==> config.mk <==
export PLATFORM = sky130hd
export DESIGN_NAME = fqrr_queue_ctrl
export DESIGN_NICKNAME = d
export VERILOG_FILES = /design/src/hw/rtl/fqrr_pkg.sv /design/src/hw/rtl/fqrr_queue_ctrl.sv
export SDC_FILE = /design/constraint.sdc
export NUM_CORES = 1
export LEC_CHECK = 0
export BUFFER_PORTS_ARGS = -buffer_cell sky130_fd_sc_hd__buf_2
export CORE_MARGIN = 10
export CORE_UTILIZATION = 40
export DETAILED_ROUTE_END_ITERATION = 10
export MAX_ROUTING_LAYER = met4
export SLEW_MARGIN = 20
export SYNTH_ARGS = -nofsm -noshare
export SYNTH_HDL_FRONTEND = slang
export SYNTH_SLANG_ARGS = --single-unit
==> constraint.sdc <==
create_clock -name clk -period 3.79 [get_ports clk]
set_input_delay 0.758 -clock clk [delete_from_list [all_inputs] [get_ports clk]]
set_output_delay 0.758 -clock clk [all_outputs]
set_load 0.05 [all_outputs]
==> src/hw/rtl/fqrr_pkg.sv <==
// ----------------------------------------------------------------------------
// fqrr_pkg
// Shared types and constants for the four-queue round-robin merge.
// ----------------------------------------------------------------------------
package fqrr_pkg;

  localparam int QUEUE_DEPTH = 128;
  localparam int TAG_BITS    = 32;
  localparam int NUM_QUEUES  = 4;

  localparam int POS_W  = $clog2(QUEUE_DEPTH);
  localparam int CNT_W  = $clog2(QUEUE_DEPTH + 1);
  localparam int QIDX_W = 2;
  localparam int MEM_DEPTH = NUM_QUEUES * QUEUE_DEPTH;
  localparam int ADDR_W = $clog2(MEM_DEPTH);

  typedef enum logic [1:0] {
    REQ_SELECT = 2'd0,
    REQ_PUSH   = 2'd1,
    REQ_POP    = 2'd2
  } req_t;

  typedef enum logic [2:0] {
    ST_DONE     = 3'd0,
    ST_NO_QUEUE = 3'd1,
    ST_FULL     = 3'd2,
    ST_EMPTY    = 3'd3
  } status_t;

  // Direction codes as they arrive on a select beat.
  localparam logic [2:0] DIR_NONE  = 3'd0;
  localparam logic [2:0] DIR_WEST  = 3'd1;
  localparam logic [2:0] DIR_SOUTH = 3'd2;
  localparam logic [2:0] DIR_NORTH = 3'd3;
  localparam logic [2:0] DIR_EAST  = 3'd4;

  // Service order indexes.
  localparam logic [QIDX_W-1:0] Q_WEST  = 2'd0;
  localparam logic [QIDX_W-1:0] Q_NORTH = 2'd1;
  localparam logic [QIDX_W-1:0] Q_SOUTH = 2'd2;
  localparam logic [QIDX_W-1:0] Q_EAST  = 2'd3;

  typedef struct packed {
    status_t           status;
    logic [QIDX_W-1:0] source_queue;
    logic              pop_done;
  } fqrr_res_t;

  function automatic logic [QIDX_W-1:0] dir_to_index(input logic [2:0] dir);
    logic [QIDX_W-1:0] idx;
    case (dir)
      DIR_WEST:  idx = Q_WEST;
      DIR_SOUTH: idx = Q_SOUTH;
      DIR_NORTH: idx = Q_NORTH;
      default:   idx = Q_EAST;
    endcase
    return idx;
  endfunction

endpackage

==> src/hw/rtl/fqrr_queue_ctrl.sv <==
// ----------------------------------------------------------------------------
// fqrr_queue_ctrl
// Queue pointers, current selection and the round-robin pick; drives the
// tag store for one request per cycle while en is high.
// ----------------------------------------------------------------------------
module fqrr_queue_ctrl import fqrr_pkg::*; (
  input  logic                clk,
  input  logic                rst_n,
  input  logic                en,
  input  logic [1:0]          req_type,
  input  logic [2:0]          direction,
  input  logic [TAG_BITS-1:0] plane_tag,
  output fqrr_res_t           res,
  output logic                mem_wr_en,
  output logic [ADDR_W-1:0]   mem_wr_addr,
  output logic [TAG_BITS-1:0] mem_wr_data,
  output logic                mem_rd_en,
  output logic [ADDR_W-1:0]   mem_rd_addr
);

  logic [POS_W-1:0]  head_r  [NUM_QUEUES];
  logic [POS_W-1:0]  head_nxt[NUM_QUEUES];
  logic [CNT_W-1:0]  count_r  [NUM_QUEUES];
  logic [CNT_W-1:0]  count_nxt[NUM_QUEUES];
  logic [2:0]        selected_r, selected_nxt;
  logic [QIDX_W-1:0] next_served_r, next_served_nxt;

  logic [QIDX_W-1:0] push_q;
  logic [CNT_W:0]    tail_sum;
  logic [POS_W-1:0]  tail_pos;
  logic              pick_found;
  logic [QIDX_W-1:0] pick_q;
  logic [QIDX_W-1:0] cand_q;
  logic [POS_W:0]    head_inc;
  logic [POS_W-1:0]  head_wrap;
  logic              sel_valid;

  always_comb begin
    // Round-robin search starting at the next queue to be served.
    pick_found = 1'b0;
    pick_q     = Q_WEST;
    for (int i = 0; i < NUM_QUEUES; i++) begin
      cand_q = next_served_r + QIDX_W'(i);
      if (!pick_found && (count_r[cand_q] != '0)) begin
        pick_found = 1'b1;
        pick_q     = cand_q;
      end
    end
  end

  always_comb begin
    sel_valid = (selected_r != DIR_NONE);
    push_q    = dir_to_index(selected_r);
    tail_sum  = (CNT_W+1)'(head_r[push_q]) + (CNT_W+1)'(count_r[push_q]);
    if (tail_sum >= (CNT_W+1)'(QUEUE_DEPTH)) begin
      tail_pos = POS_W'(tail_sum - (CNT_W+1)'(QUEUE_DEPTH));
    end else begin
      tail_pos = POS_W'(tail_sum);
    end
    head_inc = (POS_W+1)'(head_r[pick_q]) + (POS_W+1)'(1);
    if (head_inc >= (POS_W+1)'(QUEUE_DEPTH)) begin
      head_wrap = '0;
    end else begin
      head_wrap = POS_W'(head_inc);
    end
  end

  always_comb begin
    for (int i = 0; i < NUM_QUEUES; i++) begin
      head_nxt[i]  = head_r[i];
      count_nxt[i] = count_r[i];
    end
    selected_nxt     = selected_r;
    next_served_nxt  = next_served_r;
    res.status       = ST_DONE;
    res.source_queue = Q_WEST;
    res.pop_done     = 1'b0;
    mem_wr_en        = 1'b0;
    mem_wr_addr      = ADDR_W'(push_q) * ADDR_W'(QUEUE_DEPTH) + ADDR_W'(tail_pos);
    mem_wr_data      = plane_tag;
    mem_rd_en        = 1'b0;
    mem_rd_addr      = ADDR_W'(pick_q) * ADDR_W'(QUEUE_DEPTH) + ADDR_W'(head_r[pick_q]);

    case (req_t'(req_type))
      REQ_SELECT: begin
        if (direction inside {DIR_WEST, DIR_SOUTH, DIR_NORTH, DIR_EAST}) begin
          selected_nxt = direction;
        end
      end
      REQ_PUSH: begin
        if (!sel_valid) begin
          res.status = ST_NO_QUEUE;
        end else if (count_r[push_q] == CNT_W'(QUEUE_DEPTH)) begin
          res.status = ST_FULL;
        end else begin
          mem_wr_en         = en;
          count_nxt[push_q] = count_r[push_q] + CNT_W'(1);
        end
      end
      REQ_POP: begin
        if (!pick_found) begin
          res.status = ST_EMPTY;
        end else begin
          mem_rd_en         = en;
          res.source_queue  = pick_q;
          res.pop_done      = 1'b1;
          head_nxt[pick_q]  = head_wrap;
          count_nxt[pick_q] = count_r[pick_q] - CNT_W'(1);
          next_served_nxt   = pick_q + QIDX_W'(1);
        end
      end
      default: begin
      end
    endcase
  end

  always_ff @(posedge clk) begin
    if (!rst_n) begin
      for (int i = 0; i < NUM_QUEUES; i++) begin
        head_r[i]  <= '0;
        count_r[i] <= '0;
      end
      selected_r    <= DIR_NONE;
      next_served_r <= Q_WEST;
    end else if (en) begin
      for (int i = 0; i < NUM_QUEUES; i++) begin
        head_r[i]  <= head_nxt[i];
        count_r[i] <= count_nxt[i];
      end
      selected_r    <= selected_nxt;
      next_served_r <= next_served_nxt;
    end
  end

  a_count_bound: assert property (@(posedge clk) disable iff (!rst_n)
    (count_r[0] <= CNT_W'(QUEUE_DEPTH)) && (count_r[1] <= CNT_W'(QUEUE_DEPTH)) &&
    (count_r[2] <= CNT_W'(QUEUE_DEPTH)) && (count_r[3] <= CNT_W'(QUEUE_DEPTH)))
    else $error("Queue count exceeds its depth.");

  a_no_rw_same_cycle: assert property (@(posedge clk) disable iff (!rst_n)
    !(mem_wr_en && mem_rd_en))
    else $error("Tag store written and read for the same request.");

  a_selected_legal: assert property (@(posedge clk) disable iff (!rst_n)
    selected_r <= DIR_EAST)
    else $error("Current selection holds an unknown direction code.");

endmodule

==> summary.txt, run 1 <==
Yosys
  • Post-synth EDFFs: 60
  • Mux share of post-synthesis cell area: 0.0270
  • Sequential share of the synthesized area: 0.325
  • Compound-cell area share of the yosys netlist: 0.273
  • Yosys cell types: 65
  • Seq cells post-synth: 67
  • Yosys top cell area share: 0.301
  • Post-Synthesis Cell Area: 5980 um^2
  • Most frequent cell after synthesis: nand2_1
  • Synth Area in Adders: 0.0389
  • Primary FF master, synth: edfxtp_1
  • Yosys warning count: 0
  • Synth Area in Simple Gates: 0.214
  • Commonest cells post-synth: 63 x nand2_1, 60 x edfxtp_1, 46 x clkbuf_1
  • Syn nets: 758
  • Avg Cell Area, Syn: 8.55 um^2
  • Largest family of logic cells by synthesized area: compound AO/OA/AOI/OAI gates
  • Cell taking the most area after synthesis: edfxtp_1
  • Post-synth ARST share: 0
  • Syn Inst Count: 700
  • XOR/XNOR Fraction of Synth Area: 0.0337
  • Top cells by area, synth: edfxtp_1 30%, a211oi_1 4.9%, buf_4 4.1%, nand2_1 4.0%, ha_1 3.6%

CTS
  • H-Tree Level Count: 3
  • Longest Clk Path Bufs: 2
  • Cts hold-fix bufs: 0
  • CTS root buf: clkbuf_16
  • Cts bufs inserted: 9
  • Clock sinks: 67

Place
  • Port bufs: 32
  • Placed Area: 7190 um^2
  • Detailed Place HPWL: 18400 um
  • Final GP Congestion: 0.961

Global routing
  • Global-route wire length before repair: 37500 um
  • Largest net degree at the start of global routing: 33
  • Total GRT Usage: 0.247
  • Total gr overflow: 0
  • Vias in the first global route: 6166
  • Initial antenna violation count: 0

Floorplanning
  • # rows: 44
  • Number of I/O pins: 98
  • Die width: 142 um
  • Die Height: 142 um
  • Starting Density: 0.410

Run status
  • Failed at: detailed routing (5_2_route)
  • Status: aborted with a tool error
  • Tool error: [ERROR DRT-0255] Maze Route cannot find path of net plane_tag[12] in worker of routeBox ( 96600 0 ) ( 142305 48300 ).

STA
  • Worst endpoint type: register input
  • Worst setup endpoint GRT: count_r[2][4]$_SDFFCE_PN0P_/D
-- metal layers --
| layer | GRT usage |
|---|---|
| met4 | 0.110 |
| met5 | - |
| met2 | 0.381 |
| met1 | 0.304 |
| met3 | 0.0524 |
-- timing repair --
| item | CTS | global route |
|---|---|---|
| hold endpoints to repair | 0 | 0 |
| buffers inserted | 12 | 23 |
| resized for setup | 76 | 91 |
| cloned | 0 | 1 |
| setup endpoints to repair | 23 | 44 |
| pin swaps | 13 | 40 |
-- cells by family after synthesis --
logic type	Yosys count
flops	67
buf+inv	106
fa+ha+maj	18
simple gates	241
other cells	1
xor+xnor	23
compound gates	232
mux	12
-- metrics by stage --
stage	TNS, ns	cells	hold slack (ns)	util	worst slack (ns)
detailed placement	-0.331	974	0.659	0.493	-0.134
global route	-2.84	1025	0.713	0.587	-0.152
global placement	-0.568	974	0.659	0.493	-0.151
floorplan	0	700	0.598	-	0.0452
CTS	-0.00176	1002	0.677	0.542	-0.00176
==> inputs of run 2 (changes only) <==
CORE_UTILIZATION = 25   (was 40)
MAX_ROUTING_LAYER = not set   (was met4)
PLACE_DENSITY_LB_ADDON = 0.15   (was not set)
clock period = 4.9 ns   (was 3.79 ns; I/O delays follow)
==> summary.txt, run 2 <==
Routing
  • Drt first-iter violations: 578
  • Routed Antenna Nets: 0
  • Average vias per placed instance: 5.79
  • Total wire length: 24000 um
  • Drt first pass iters: 5
  • DR vias: 5887
  • Drt wl/cell: 23.6 um
  • Remaining DRCs: 0

STA
  • FMAX: 214 MHz
  • Final setup vio count: 0
  • Post-route setup TNS: 0 ns
  • Pins Over Slew Limit: 0
  • RSZ-0062 raised after global routing: false
  • Setup ws final: 0.234 ns
  • Period utilisation layout: 0.952
  • Crit path time final: 4.67 ns
  • Clk_skew: 0.0130 ns
  • Slew HR: 0.411
  • Final Hold Fails: 0
  • Worst-Margin Slew: 0.883 ns

Cells and area
  • Max FFs per register: 32
  • Final nets: 750
  • Largest regs: count_r x32, head_r x28, selected_r x3
  • Storage cell area: 1940 um^2
  • Area grow syn2layout: 12.2%
  • Fill cell count: 2591
  • Most flop-heavy register: count_r
  • Most frequent cells in the layout: 63 x nand2_1, 60 x edfxtp_1, 39 x a211oi_1
  • Final Util: 0.285
  • Multi-input gate area in the final layout: 3550 um^2
  • Ratio of cells with drive above 1 in the final layout: 0.154
  • # diodes: 0
  • Leading cell type in the layout, fill and taps excluded: nand2_1

Critical path
  • Buf/Inv on CP: 3
  • Crit path cell chain: nor4_1, nand2_1, mux4_2, nor2_1, nor2_1, inv_1, nand2_1, and3_1, a31oi_2, buf_4, buf_2
  • Reg2reg end: count_r[2][6]
  • Critical Path AT: 3.69 ns
  • R2R Setup Slk: 0.45 ns
  • Cell family with most CP delay: simple AND/OR/NAND/NOR gates
  • Critical path's largest stage delay: 0.62 ns
  • Worst Setup Path Type: flop to output port
  • Worst setup SP type: flop
  • Crit-path slowest cell: mux4_2
  • R2R depth: 14
  • RR Startpoint: count_r[2][7]
  • Worst Path Max Fanout: 9
  • Data required time of the worst path: 3.92 ns
  • Critical Path End Type: output port

Yosys
  • Post-synth ARST share: 0 (unchanged)
  • Post-synth EDFFs: 60 (unchanged)
  • Top cells by area, synth: edfxtp_1 30%, a211oi_1 4.9%, buf_4 4.1%, nand2_1 4.0%, ha_1 3.6%
  • Mux share of post-synthesis cell area: 0.0270 (unchanged)
  • Avg Cell Area, Syn: 8.55 um^2 (unchanged)
  • Yosys warning count: 0 (unchanged)
  • Yosys top cell area share: 0.301 (unchanged)
  • Post-Synthesis Cell Area: 5980 um^2 (unchanged)
  • Synth Area in Simple Gates: 0.214 (unchanged)
  • Compound-cell area share of the yosys netlist: 0.273 (unchanged)
  • Synth Area in Adders: 0.0389 (unchanged)
  • Sequential share of the synthesized area: 0.325 (unchanged)
  • Yosys cell types: 65 (unchanged)
  • Primary FF master, synth: edfxtp_1
  • Most frequent cell after synthesis: nand2_1
  • Syn nets: 758 (unchanged)
  • Cell taking the most area after synthesis: edfxtp_1
  • Largest family of logic cells by synthesized area: compound AO/OA/AOI/OAI gates
  • Syn Inst Count: 700 (unchanged)
  • Seq cells post-synth: 67 (unchanged)
  • Commonest cells post-synth: 63 x nand2_1, 60 x edfxtp_1, 46 x clkbuf_1
  • XOR/XNOR Fraction of Synth Area: 0.0337 (unchanged)

Global routing
  • Total gr overflow: 0 (unchanged)
  • Vias in the first global route: 5805 (-5.9%)
  • Total GRT Usage: 0.155 (-0.0916)
  • Largest net degree at the start of global routing: 45 (+36%)
  • Global-route wire length before repair: 36800 um (-2.0%)
  • Initial antenna violation count: 0 (unchanged)

CTS
  • Cts bufs inserted: 9 (unchanged)
  • Clock sinks: 67 (unchanged)
  • CTS root buf: clkbuf_16
  • Longest Clk Path Bufs: 2 (unchanged)
  • Post-CTS setup buffers: 0 (-12)
  • Clock tree from TritonCTS: yes
  • Clock-pin transition on the worst setup and hold timing paths: 0.06 ns
  • Latest clock arrival within the worst-skew pair: 0.35 ns
  • H-Tree Level Count: 3 (unchanged)

Place
  • Detailed Place HPWL: 17600 um (-4.4%)
  • Setup slack at placement: 0.410 ns (+0.544 ns)
  • Port bufs: 32 (unchanged)
  • Final GP Congestion: 0.947 (-1.4%)

Run status
  • Status: complete, no violations

Worst hold path
  • Hold depth: 2
  • Hold Startpoint: head_r[0][6]
  • Hold Path Sink: head_r[0][6]
  • Hold crit path type: flop to flop

Floorplanning
  • Starting Density: 0.254 (-0.156)
  • Die width: 175 um (+23%)
  • Die Height: 175 um (+23%)
  • # rows: 56 (+27%)
  • Number of I/O pins: 98 (unchanged)
  • Std-Cell Core Area: 23500 um^2
  • Die area: 30500 um^2

Power
  • Max VDD drop: 202 uV
  • PwrDens: 327 nW/um^2
  • P_leak: 2.49 nW

Flow run
  • Max Cap Viol: 0
[run 2: cell counts after synthesis]
No cell type changed its count.
[run 2: report_power, final]
part | internal, mW | switching, mW
combinational | 0.219 | 0.500
sequential | 0.680 | 0.0733
clock | 0.444 | 0.279
[run 2: cell families after synthesis]
kind of cell               Yosys count
AOI/OAI and AO/OA                  232
xor gates and xnor gates            23
adders and majority gates           18
buffers and inverters              106
DFF                                 67
muxes                               12
other                                1
and+or+nand+nor                    241
[run 2: metrics by stage]
step,hold slack [ns],instances,cell area (um^2),power (mW)
6_report,0.683,1016,6710,2.20
4_1_cts,0.687,1016,6690,2.19
2_1_floorplan,0.598,700,6000,1.30
5_1_grt,0.749,1016,6710,2.29
3_5_place_dp,0.675,1000,6370,1.47
3_3_place_gp,0.655,1000,6370,1.47
[run 2: worst min-delay path, delay by kind of cell, from the launching register on]
kind,cells,cell delay [ns]
flip-flops,1,0.38
AO/OA/AOI/OAI,2,0.18
[run 2: what timing repair did]
action / CTS / global route
gates resized for setup: 0 / 3
hold buffers: 0 / 0
setup endpoints to repair: 0 / 3
[run 2: cell type report]
cell class,instances,area share
clock buffers,9,0.0336
flip-flops and latches,67,0.289
inverters,21,0.0117
well taps,319,0.0595
clock inverters,7,0.0138
multi-input cells,527,0.528
repair buffers,66,0.0637
[run 2: layer usage]
metal,track usage,part of all wire
met5,0,0
met4,0.0650,0.035
met3,0.0304,0.074
met2,0.240,0.45
met1,0.207,0.44
[run 2: how the worst max path moves through the flow]
stage,startpoint,end,slack [ns],cells after the start
global placement,selected_r[0],res[4],0.46,12
detailed placement,selected_r[0],res[4],0.41,12
CTS,selected_r[0],res[4],0.03,12
global route,selected_r[0],res[4],0.10,12
floorplan,count_r[2][5],head_r[0][6],0.12,14
finish,count_r[2][7],mem_rd_addr[0],0.23,11
No activity file was read; power rests on OpenSTA's default activity.
